$ cat src/hw/rtl/tgc_pkg.sv
`timescale 1ns / 1ps
package tgc_pkg;

   localparam int COORD_BITS    = 10;
   localparam int POS_BITS      = 10;
   localparam int PCT_BITS      = 7;
   localparam int DIV_BITS      = COORD_BITS + PCT_BITS;
   localparam int CNT_BITS      = $clog2(DIV_BITS + 1);
   localparam int CSR_IDX_BITS  = 2;
   localparam int QUEUE_DEPTH   = 2;
   localparam int QPTR_BITS     = $clog2(QUEUE_DEPTH);
   localparam int QCNT_BITS     = $clog2(QUEUE_DEPTH + 1);

   typedef logic [COORD_BITS-1:0] coord_type;
   typedef logic [DIV_BITS-1:0]   wide_type;
   typedef logic [POS_BITS-1:0]   pos_type;

   localparam coord_type MIN_X_RST = coord_type'(20);
   localparam coord_type MAX_X_RST = coord_type'(526);
   localparam coord_type MIN_Y_RST = coord_type'(5);
   localparam coord_type MAX_Y_RST = coord_type'(791);

   localparam wide_type PCT_SCALE     = wide_type'(100);
   localparam wide_type PCT_ZERO_SPAN = wide_type'(50);

   localparam logic [7:0] TAP_DIV_RST   = 8'd20;
   localparam logic [7:0] SWIPE_DIV_RST = 8'd6;
   localparam logic [6:0] HOME_PCT_RST  = 7'd85;

   localparam logic [CSR_IDX_BITS-1:0] CSR_TAP_DIV   = 2'd0;
   localparam logic [CSR_IDX_BITS-1:0] CSR_SWIPE_DIV = 2'd1;
   localparam logic [CSR_IDX_BITS-1:0] CSR_HOME_PCT  = 2'd2;

   localparam logic OP_DOWN = 1'b0;
   localparam logic OP_UP   = 1'b1;

   typedef enum logic [2:0] {
      GEST_TAP   = 3'd0,
      GEST_AMBIG = 3'd1,
      GEST_HOME  = 3'd2,
      GEST_RIGHT = 3'd3,
      GEST_LEFT  = 3'd4,
      GEST_DOWN  = 3'd5,
      GEST_UP    = 3'd6
   } gesture_type;

   typedef enum logic [4:0] {
      ST_IDLE = 5'b00001,
      ST_TAP  = 5'b00010,
      ST_SWP  = 5'b00100,
      ST_PCT  = 5'b01000,
      ST_EMIT = 5'b10000
   } back_state_type;

   typedef struct packed {
      logic [7:0] tap_divisor;
      logic [7:0] swipe_divisor;
      logic [6:0] home_zone_pct;
   } cfg_type;

   typedef struct packed {
      coord_type start_x;
      coord_type start_y;
      coord_type last_x;
      coord_type last_y;
      coord_type min_y;
      coord_type span_x;
      coord_type span_y;
   } job_type;

endpackage

$ cat src/hw/rtl/tgc_front.sv
`timescale 1ns / 1ps
module tgc_front (
   input  logic             clock,
   input  logic             reset,
   input  logic             req_valid,
   output logic             req_ready,
   input  logic             req_op,
   input  logic [9:0]       req_pos_x,
   input  logic [9:0]       req_pos_y,
   input  logic             q_full,
   output logic             push,
   output tgc_pkg::job_type push_data
);
   import tgc_pkg::*;

   logic      active_ff, active_in;
   coord_type start_x_ff, start_x_in, start_y_ff, start_y_in;
   coord_type last_x_ff, last_x_in, last_y_ff, last_y_in;
   coord_type min_x_ff, min_x_in, max_x_ff, max_x_in;
   coord_type min_y_ff, min_y_in, max_y_ff, max_y_in;
   coord_type x, y;
   logic      accept;

   assign req_ready = !q_full;
   assign accept    = req_valid && !q_full;
   assign x         = coord_type'(req_pos_x);
   assign y         = coord_type'(req_pos_y);
   assign push      = accept && (req_op == OP_UP) && active_ff;

   always_comb begin
      push_data.start_x = start_x_ff;
      push_data.start_y = start_y_ff;
      push_data.last_x  = last_x_ff;
      push_data.last_y  = last_y_ff;
      push_data.min_y   = min_y_ff;
      push_data.span_x  = (max_x_ff >= min_x_ff) ? max_x_ff - min_x_ff : '0;
      push_data.span_y  = (max_y_ff >= min_y_ff) ? max_y_ff - min_y_ff : '0;
   end

   always_comb begin
      active_in  = active_ff;
      start_x_in = start_x_ff;
      start_y_in = start_y_ff;
      last_x_in  = last_x_ff;
      last_y_in  = last_y_ff;
      min_x_in   = min_x_ff;
      max_x_in   = max_x_ff;
      min_y_in   = min_y_ff;
      max_y_in   = max_y_ff;
      if (accept && req_op == OP_DOWN) begin
         if (!active_ff) begin
            start_x_in = x;
            start_y_in = y;
         end
         last_x_in = x;
         last_y_in = y;
         active_in = 1'b1;
         if (x < min_x_ff) min_x_in = x;
         if (x > max_x_ff) max_x_in = x;
         if (y < min_y_ff) min_y_in = y;
         if (y > max_y_ff) max_y_in = y;
      end else if (push) begin
         active_in = 1'b0;
      end
   end

   always_ff @(posedge clock) begin
      if (reset) begin
         active_ff  <= 1'b0;
         start_x_ff <= '0;
         start_y_ff <= '0;
         last_x_ff  <= '0;
         last_y_ff  <= '0;
         min_x_ff   <= MIN_X_RST;
         max_x_ff   <= MAX_X_RST;
         min_y_ff   <= MIN_Y_RST;
         max_y_ff   <= MAX_Y_RST;
      end else begin
         active_ff  <= active_in;
         start_x_ff <= start_x_in;
         start_y_ff <= start_y_in;
         last_x_ff  <= last_x_in;
         last_y_ff  <= last_y_in;
         min_x_ff   <= min_x_in;
         max_x_ff   <= max_x_in;
         min_y_ff   <= min_y_in;
         max_y_ff   <= max_y_in;
      end
   end

endmodule

$ cat src/hw/rtl/tgc_queue.sv
`timescale 1ns / 1ps
module tgc_queue (
   input  logic             clock,
   input  logic             reset,
   input  logic             push,
   input  tgc_pkg::job_type push_data,
   input  logic             pop,
   output tgc_pkg::job_type pop_data,
   output logic             full,
   output logic             empty
);
   import tgc_pkg::*;

   job_type                mem_ff [QUEUE_DEPTH];
   logic [QPTR_BITS-1:0]   wr_ptr_ff, wr_ptr_in, rd_ptr_ff, rd_ptr_in;
   logic [QCNT_BITS-1:0]   count_ff, count_in;

   assign full     = (count_ff == QCNT_BITS'(QUEUE_DEPTH));
   assign empty    = (count_ff == '0);
   assign pop_data = mem_ff[rd_ptr_ff];

   always_comb begin
      wr_ptr_in = wr_ptr_ff;
      rd_ptr_in = rd_ptr_ff;
      count_in  = count_ff;
      if (push) begin
         wr_ptr_in = (wr_ptr_ff == QPTR_BITS'(QUEUE_DEPTH - 1)) ? '0 : wr_ptr_ff + 1'b1;
      end
      if (pop) begin
         rd_ptr_in = (rd_ptr_ff == QPTR_BITS'(QUEUE_DEPTH - 1)) ? '0 : rd_ptr_ff + 1'b1;
      end
      if (push && !pop) begin
         count_in = count_ff + 1'b1;
      end else if (pop && !push) begin
         count_in = count_ff - 1'b1;
      end
   end

   always_ff @(posedge clock) begin
      if (reset) begin
         wr_ptr_ff <= '0;
         rd_ptr_ff <= '0;
         count_ff  <= '0;
      end else begin
         wr_ptr_ff <= wr_ptr_in;
         rd_ptr_ff <= rd_ptr_in;
         count_ff  <= count_in;
      end
   end

   always_ff @(posedge clock) begin
      if (push) begin
         mem_ff[wr_ptr_ff] <= push_data;
      end
   end

endmodule

$ cat src/hw/rtl/tgc_back.sv
`timescale 1ns / 1ps
module tgc_back (
   input  logic             clock,
   input  logic             reset,
   input  tgc_pkg::cfg_type cfg,
   input  logic             q_empty,
   input  tgc_pkg::job_type pop_data,
   output logic             pop,
   output logic             rsp_valid,
   input  logic             rsp_ready,
   output logic [2:0]       rsp_gesture,
   output logic [9:0]       rsp_end_x,
   output logic [9:0]       rsp_end_y
);
   import tgc_pkg::*;

   back_state_type        state_ff, state_in;
   job_type               job_ff, job_in;
   wide_type              rem_ff, rem_in, quo_ff, quo_in;
   coord_type             divisor_ff, divisor_in;
   logic [CNT_BITS-1:0]   cnt_ff, cnt_in;
   wide_type              tap_thr_ff, tap_thr_in, swp_thr_ff, swp_thr_in, pct_ff, pct_in;
   logic                  rsp_valid_ff, rsp_valid_in;
   gesture_type           gesture_ff, gesture_in;
   pos_type               end_x_ff, end_x_in, end_y_ff, end_y_in;

   logic [DIV_BITS:0]     shifted;
   logic [DIV_BITS:0]     diff;
   logic                  fits;
   coord_type             tdiv, sdiv, range_new, range_job;
   coord_type             adx, ady;
   wide_type              height;
   logic                  emit;
   gesture_type           gesture;

   assign rsp_valid   = rsp_valid_ff;
   assign rsp_gesture = gesture_ff;
   assign rsp_end_x   = end_x_ff;
   assign rsp_end_y   = end_y_ff;

   assign tdiv      = (cfg.tap_divisor == '0) ? coord_type'(1) : coord_type'(cfg.tap_divisor);
   assign sdiv      = (cfg.swipe_divisor == '0) ? coord_type'(1)
                                                : coord_type'(cfg.swipe_divisor);
   assign range_new = (pop_data.span_x > pop_data.span_y) ? pop_data.span_x : pop_data.span_y;
   assign range_job = (job_ff.span_x > job_ff.span_y) ? job_ff.span_x : job_ff.span_y;
   assign height    = wide_type'(job_ff.start_y - job_ff.min_y) * PCT_SCALE;

   assign shifted = {rem_ff, quo_ff[DIV_BITS-1]};
   assign diff    = shifted - (DIV_BITS + 1)'(divisor_ff);
   assign fits    = shifted >= (DIV_BITS + 1)'(divisor_ff);

   assign adx = (job_ff.last_x >= job_ff.start_x) ? job_ff.last_x - job_ff.start_x
                                                  : job_ff.start_x - job_ff.last_x;
   assign ady = (job_ff.last_y >= job_ff.start_y) ? job_ff.last_y - job_ff.start_y
                                                  : job_ff.start_y - job_ff.last_y;

   always_comb begin
      if (wide_type'(adx) < tap_thr_ff && wide_type'(ady) < tap_thr_ff) begin
         gesture = GEST_TAP;
      end else if (wide_type'(adx) < swp_thr_ff && wide_type'(ady) < swp_thr_ff) begin
         gesture = GEST_AMBIG;
      end else if (pct_ff > wide_type'(cfg.home_zone_pct) && job_ff.last_y < job_ff.start_y
                   && wide_type'(ady) > swp_thr_ff) begin
         gesture = GEST_HOME;
      end else if (adx > ady) begin
         gesture = (job_ff.last_x > job_ff.start_x) ? GEST_RIGHT : GEST_LEFT;
      end else begin
         gesture = (job_ff.last_y > job_ff.start_y) ? GEST_DOWN : GEST_UP;
      end
   end

   assign emit = (state_ff == ST_EMIT) && (!rsp_valid_ff || rsp_ready);
   assign pop  = (state_ff == ST_IDLE) && !q_empty;

   always_comb begin
      state_in     = state_ff;
      job_in       = job_ff;
      rem_in       = rem_ff;
      quo_in       = quo_ff;
      divisor_in   = divisor_ff;
      cnt_in       = cnt_ff;
      tap_thr_in   = tap_thr_ff;
      swp_thr_in   = swp_thr_ff;
      pct_in       = pct_ff;
      rsp_valid_in = rsp_valid_ff && !rsp_ready;
      gesture_in   = gesture_ff;
      end_x_in     = end_x_ff;
      end_y_in     = end_y_ff;

      if (state_ff != ST_IDLE && state_ff != ST_EMIT && cnt_ff != '0) begin
         rem_in = fits ? diff[DIV_BITS-1:0] : shifted[DIV_BITS-1:0];
         quo_in = {quo_ff[DIV_BITS-2:0], fits};
         cnt_in = cnt_ff - 1'b1;
      end

      unique case (state_ff)
         ST_IDLE: begin
            if (!q_empty) begin
               job_in     = pop_data;
               rem_in     = '0;
               quo_in     = wide_type'(range_new);
               divisor_in = tdiv;
               cnt_in     = CNT_BITS'(DIV_BITS);
               state_in   = ST_TAP;
            end
         end
         ST_TAP: begin
            if (cnt_ff == '0) begin
               tap_thr_in = quo_ff;
               rem_in     = '0;
               quo_in     = wide_type'(range_job);
               divisor_in = sdiv;
               cnt_in     = CNT_BITS'(DIV_BITS);
               state_in   = ST_SWP;
            end
         end
         ST_SWP: begin
            if (cnt_ff == '0) begin
               swp_thr_in = quo_ff;
               rem_in     = '0;
               quo_in     = height;
               divisor_in = job_ff.span_y;
               cnt_in     = CNT_BITS'(DIV_BITS);
               state_in   = ST_PCT;
            end
         end
         ST_PCT: begin
            if (cnt_ff == '0) begin
               if (job_ff.span_y == '0) begin
                  pct_in = PCT_ZERO_SPAN;
               end else if (job_ff.start_y < job_ff.min_y) begin
                  pct_in = '0;
               end else begin
                  pct_in = quo_ff;
               end
               state_in = ST_EMIT;
            end
         end
         ST_EMIT: begin
            if (emit) begin
               rsp_valid_in = 1'b1;
               gesture_in   = gesture;
               end_x_in     = pos_type'(job_ff.last_x);
               end_y_in     = pos_type'(job_ff.last_y);
               state_in     = ST_IDLE;
            end
         end
         default: state_in = ST_IDLE;
      endcase
   end

   always_ff @(posedge clock) begin
      if (reset) begin
         state_ff     <= ST_IDLE;
         cnt_ff       <= '0;
         rsp_valid_ff <= 1'b0;
      end else begin
         state_ff     <= state_in;
         cnt_ff       <= cnt_in;
         rsp_valid_ff <= rsp_valid_in;
      end
   end

   always_ff @(posedge clock) begin
      job_ff     <= job_in;
      rem_ff     <= rem_in;
      quo_ff     <= quo_in;
      divisor_ff <= divisor_in;
      tap_thr_ff <= tap_thr_in;
      swp_thr_ff <= swp_thr_in;
      pct_ff     <= pct_in;
      gesture_ff <= gesture_in;
      end_x_ff   <= end_x_in;
      end_y_ff   <= end_y_in;
   end

endmodule

$ cat src/hw/rtl/touch_gesture_classifier.sv
`timescale 1ns / 1ps
// Touch gesture classifier.
// Request channel (req_valid/req_ready, req_op, req_pos_x, req_pos_y) takes touch
// events: op 0 is a down or move, op 1 is an up. Down/move items update the
// stroke start, last point and calibration bounds in the cycle they are taken.
// An up item that ends an active stroke produces one response item on the
// rsp_ channel (rsp_gesture, rsp_end_x, rsp_end_y); other up items produce none.
// An item is taken whenever the two-entry stroke queue has room.
// A finished stroke is classified by one shared restoring divider, one quotient
// bit per cycle, run three times (tap threshold, swipe threshold, start height
// percentage); strokes are classified one at a time, the next one leaving the
// queue only once the classifier is back in its idle state.
// Configuration: csr_we with csr_index 0 tap divisor, 1 swipe divisor,
// 2 home zone percentage; write only while no stroke is in flight.
// Reset (synchronous, active high) clears the stroke, queue and response,
// restores the default bounds and register values.
// When the receiver holds rsp_ready low, the response is held; the divider
// stalls once it has a new result, then the queue fills and req_ready drops.
module touch_gesture_classifier (
   input  logic       clock,
   input  logic       reset,
   input  logic       req_valid,
   output logic       req_ready,
   input  logic       req_op,
   input  logic [9:0] req_pos_x,
   input  logic [9:0] req_pos_y,
   output logic       rsp_valid,
   input  logic       rsp_ready,
   output logic [2:0] rsp_gesture,
   output logic [9:0] rsp_end_x,
   output logic [9:0] rsp_end_y,
   input  logic       csr_we,
   input  logic [1:0] csr_index,
   input  logic [7:0] csr_data
);
   import tgc_pkg::*;

   cfg_type cfg_ff;
   job_type push_data, pop_data;
   logic    push, pop, q_full, q_empty;

   always_ff @(posedge clock) begin
      if (reset) begin
         cfg_ff.tap_divisor   <= TAP_DIV_RST;
         cfg_ff.swipe_divisor <= SWIPE_DIV_RST;
         cfg_ff.home_zone_pct <= HOME_PCT_RST;
      end else if (csr_we) begin
         unique case (csr_index)
            CSR_TAP_DIV:   cfg_ff.tap_divisor   <= csr_data;
            CSR_SWIPE_DIV: cfg_ff.swipe_divisor <= csr_data;
            CSR_HOME_PCT:  cfg_ff.home_zone_pct <= csr_data[6:0];
            default: ;
         endcase
      end
   end

   tgc_front u_front (
      .clock     (clock),
      .reset     (reset),
      .req_valid (req_valid),
      .req_ready (req_ready),
      .req_op    (req_op),
      .req_pos_x (req_pos_x),
      .req_pos_y (req_pos_y),
      .q_full    (q_full),
      .push      (push),
      .push_data (push_data)
   );

   tgc_queue u_queue (
      .clock     (clock),
      .reset     (reset),
      .push      (push),
      .push_data (push_data),
      .pop       (pop),
      .pop_data  (pop_data),
      .full      (q_full),
      .empty     (q_empty)
   );

   tgc_back u_back (
      .clock       (clock),
      .reset       (reset),
      .cfg         (cfg_ff),
      .q_empty     (q_empty),
      .pop_data    (pop_data),
      .pop         (pop),
      .rsp_valid   (rsp_valid),
      .rsp_ready   (rsp_ready),
      .rsp_gesture (rsp_gesture),
      .rsp_end_x   (rsp_end_x),
      .rsp_end_y   (rsp_end_y)
   );

endmodule

$ cat config.mk
export PLATFORM = sky130hd
export DESIGN_NAME = touch_gesture_classifier
export DESIGN_NICKNAME = d
export VERILOG_FILES = /design/src/hw/rtl/tgc_pkg.sv /design/src/hw/rtl/tgc_front.sv /design/src/hw/rtl/tgc_queue.sv /design/src/hw/rtl/tgc_back.sv /design/src/hw/rtl/touch_gesture_classifier.sv
export SDC_FILE = /design/constraint.sdc
export NUM_CORES = 1
export LEC_CHECK = 0
export BUFFER_PORTS_ARGS = -buffer_cell sky130_fd_sc_hd__buf_2
export CORE_ASPECT_RATIO = 0.8
export CORE_MARGIN = 1.5
export CORE_UTILIZATION = 37
export DETAILED_ROUTE_END_ITERATION = 16
export SLEW_MARGIN = 5
export SYNTH_ARGS = -nofsm -noshare
export SYNTH_HDL_FRONTEND = slang
export SYNTH_SLANG_ARGS = --single-unit
$ cat constraint.sdc
create_clock -name clock -period 4.85 [get_ports clock]
set_clock_uncertainty 0.1 [all_clocks]
set_input_delay 0.485 -clock clock [delete_from_list [all_inputs] [get_ports clock]]
set_output_delay 0.485 -clock clock [all_outputs]
set_load 0.005 [all_outputs]
==> summary by stage <==
Global route
The global-route wire length before repair is 87100 um. In the global route stage, met2 resource usage came out at 26.0%. The global routing usage on met1 is 24.8%. The number of antenna violations at the first check in global routing is 1. The total overflow left after global routing is 0.

The global-route track usage on met3 is 2.13%. Entering global routing, the biggest net connects 73 pins. The via count of the first global-routing pass is 15600. The total routing resource utilization after global routing is 16.9%. The layer flagged by global routing as most heavily used is met2.

Cells and area
The antenna diode instance count is 0. The area growth from synthesis to layout is 13.6%. At the end of the flow, the number of nets in the layout was 2512.

The layout cell share with drive strength beyond 1 is 13.6%.

Die
The die is 286 um wide. The count of boundary I/O pins is 61. The floorplan die area is 65400 sq um. The die is 229 um tall.

The region available for standard cell placement spans 62900 sq um. The number of rows in the core area is 82. The starting utilization of the core area is 37.6%.

Yosys
The primary flip-flop cell chosen by synthesis mapping is sky130_fd_sc_hd__edfxtp_1. The share of synthesized area occupied by flip-flops and latches is 50.4%. The synthesized netlist cell count is 2141.

The number of different library cells in the post-synthesis netlist is 76. The number of register bits inferred by synthesis is 448. In the synthesized netlist, the cells that appear most often are sky130_fd_sc_hd__edfxtp_1 (294), sky130_fd_sc_hd__inv_1 (238), sky130_fd_sc_hd__ha_1 (223). After synthesis, the cell types taking the most area are sky130_fd_sc_hd__edfxtp_1 (37%), sky130_fd_sc_hd__dfxtp_1 (13%), sky130_fd_sc_hd__ha_1 (12%), sky130_fd_sc_hd__mux2i_1 (4.3%), sky130_fd_sc_hd__inv_1 (3.8%). The synthesized net count is 2417. In this run the biggest area consumer among cell types represents 37.4% of the synthesized area.

Of all flip-flops after synthesis, the portion carrying an async set or reset was 0%. Yosys instantiated no cell more often than sky130_fd_sc_hd__edfxtp_1. Summing every instance area after synthesis gives 23600 sq um.

The leading area contributor after synthesis is sky130_fd_sc_hd__edfxtp_1. The per-instance average area after synthesis is 11.0 sq um. Yosys printed 0 warnings. The synthesized design contains 294 enable-type register cells.

Detailed routing
The starting DRC count in detailed routing is 983. The post-detailed-route via-to-cell ratio is 5.10. In the final routed layout, each cell accounts on average for 17.8 um. The antenna violation net count after detailed routing is 0. The number of remaining DRC errors is 0. The total via count after detailed routing is 15900. The number of iterations in the first detailed-routing pass is 5. The post-detailed-routing wire length is 55600 um.

Clock tree
The clock tree from TritonCTS is yes. The clock sink count is 448. Clock latency on the worst-skew pair, taken at its later pin, is 0.59 ns. The clock slew seen by the registers of the worst setup and hold paths is 0.06 ns. The H-tree was split into 2 levels. Hold repair after CTS inserted 0 buffers. The largest buffer count on any clock path is 3.

The number of clock buffers inserted by TritonCTS is 48. In this run the clock root is driven by a sky130_fd_sc_hd__clkbuf_16.

Critical path
The critical path runs through a total of 20 cells. The endpoint kind of the worst setup timing path is a flop. At the worst endpoint, the required time is 5.08 ns. The worst setup path is launched from a flop. The cell class contributing the biggest share of worst-path delay is simple AND/OR/NAND/NOR gates.

The worst-case reg-to-reg path depth is 20. The worst register-to-register path begins at u_back.job_ff[30]$_DFFE_PP_. For this run, the slowest stage of the critical path takes 0.58 ns. The critical path starts at u_back.job_ff[30]$_DFFE_PP_.

The worst setup path category is reg -> reg. Counting both buffers and inverters, the worst setup path holds a total of 3. The arrival time at the worst endpoint is 4.87 ns.

The slack of the worst reg-to-reg path is 0.21 ns. Walking the worst path, the cells encountered are inv_1 -> ha_1 -> inv_1 -> fa_2 -> a21oi_2 -> o221ai_2 -> and2_4 -> o41ai_4 -> buf_4 -> a311oi_1 -> a311o_1 -> nand2_1 -> o2bb2ai_2 -> ha_1 -> nand4_1 -> a21oi_1 -> a22oi_1 -> or4_4 -> or2_2 -> nor3b_1. The worst-path cell with the longest stage delay is sky130_fd_sc_hd__or4_4. In this run the worst path has a maximum fanout of 3.

Timing
The worst hold slack across all endpoints is 0.0631 ns. The maximum clock frequency is 0.215 GHz. The worst max-slew margin expressed relative to the limit is 18.1%. The final hold violation count is 0. The slew at the pin closest to its max-slew limit is 1.22 ns. The number of failing setup endpoints in the final timing report is 0. The post-route clock period utilization is 95.7%.

The number of pins exceeding their max-slew limit in the final report is 0. Subtracting the final worst setup slack from the clock period gives 4.64 ns.

Flow run
The count of max-cap constraint violations is 0.

Placement
In this run the tool buffered the top-level ports with 60 buffer cells. The placed wire-length estimate after detailed placement is 41100 um. The routability-driven placement congestion ratio is 0.854.

Hold path
The worst hold path belongs to the class in -> reg. In this run the most critical hold path is launched from csr_data[7]. Along the worst hold path, the cell count comes to 3.

Outcome
The run finished with clean final reports.
-- metrics by stage --
stage               util, %  setup TNS (ns)  setup WS [ns]  std cells  instance area (sq um)
global placement       39.9         -0.0171        -0.0171       3019                  25100
CTS                    42.5               0        0.00279       3112                  26700
global route           42.7         -0.0720        -0.0470       3115                  26900
finish                 42.7               0          0.208       3115                  26900
detailed placement     39.9         -0.0686        -0.0460       3019                  25100
floorplan                 -               0          0.177       2141                  23600
-- kinds of logic (layout without fill, tap and decap cells) --
group,count (synthesis),in the layout,share of synthesized area (%)
AO/OA/AOI/OAI,405,405,11.1
XOR/XNOR,76,76,2.82
adder cells (fa/ha/maj),240,240,13.3
buffers and inverters,308,442,5.06
flip-flops,448,448,50.4
multiplexers,171,171,7.61
AND/OR/NAND/NOR,493,493,9.74
-- layout by cell type, fill, tap and decap left out, types with 15 or more instances in the layout --
cell                        count
sky130_fd_sc_hd__clkbuf_16     48
sky130_fd_sc_hd__xnor2_1       48
sky130_fd_sc_hd__nand2_1      171
sky130_fd_sc_hd__a21boi_0      17
sky130_fd_sc_hd__ha_1         222
sky130_fd_sc_hd__o22ai_1       16
sky130_fd_sc_hd__nand4_1       28
sky130_fd_sc_hd__buf_4         54
sky130_fd_sc_hd__xor2_1        26
sky130_fd_sc_hd__o21ai_0       48
sky130_fd_sc_hd__fa_1          15
sky130_fd_sc_hd__nor3_1        29
sky130_fd_sc_hd__a211oi_1      22
sky130_fd_sc_hd__inv_1        236
sky130_fd_sc_hd__mux2i_1      101
sky130_fd_sc_hd__edfxtp_1     294
sky130_fd_sc_hd__nor2_1       142
sky130_fd_sc_hd__dfxtp_1      153
sky130_fd_sc_hd__mux2_2        69
sky130_fd_sc_hd__a21o_1        45
sky130_fd_sc_hd__nor2b_1       20
sky130_fd_sc_hd__nand3_1       18
sky130_fd_sc_hd__buf_2         59
sky130_fd_sc_hd__a21oi_1      129
-- repair_timing --
action / CTS / global route
setup buffers: 4 / 3
pin swaps: 3 / 7
gates resized for setup: 5 / 32
endpoints found under the setup margin: 3 / 7
endpoints found under the hold margin: 0 / 0
-- metal layers --
| layer | vias up | part of all wire, % |
|---|---|---|
| met5 | - | 0 |
| met4 | 0 | 1.9 |
| met3 | 65 | 3.9 |
| met2 | 308 | 44 |
| met1 | 7679 | 50 |
| li1 | 7825 | - |
-- flip-flops by register name (all words and copies together) (netlist names), 17 cells and up, named ones only --
name / cells
u_back.quo_ff: 17
cfg_ff: 23
u_back.rem_ff: 17
u_back.pct_ff: 17
u_queue.mem_ff: 140
u_back.swp_thr_ff: 17
u_back.job_ff: 70
u_back.tap_thr_ff: 17
-- cell type report --
| type | instances | area, sq um |
|---|---|---|
| inverters | 238 | 893 |
| well taps | 840 | 1050 |
| clock buffers | 60 | 1270 |
| fillers | 5839 | 36000 |
| flip-flops and latches | 448 | 11900 |
| repair buffers | 115 | 741 |
| multi-input cells | 1385 | 10700 |
| clock inverters | 29 | 289 |
-- tightest hold or removal path, cell delays in order --
cell                      delay, ns
sky130_fd_sc_hd__buf_2         0.09
sky130_fd_sc_hd__mux2i_1       0.06
sky130_fd_sc_hd__nor2_1        0.07
-- final timing paths --
kind | end
min reg2reg | u_queue.mem_ff[1][54]$_DFFE_PP_
min | cfg_ff[14]$_SDFFE_PP0P_
max reg2reg | u_back.rsp_gesture[2]$_SDFFCE_PP0P_
max | u_back.rsp_gesture[2]$_SDFFCE_PP0P_
Power is left out: the tool's default activity adds up to more than one toggle a clock period on the data nets, which glitch-free logic cannot reach.
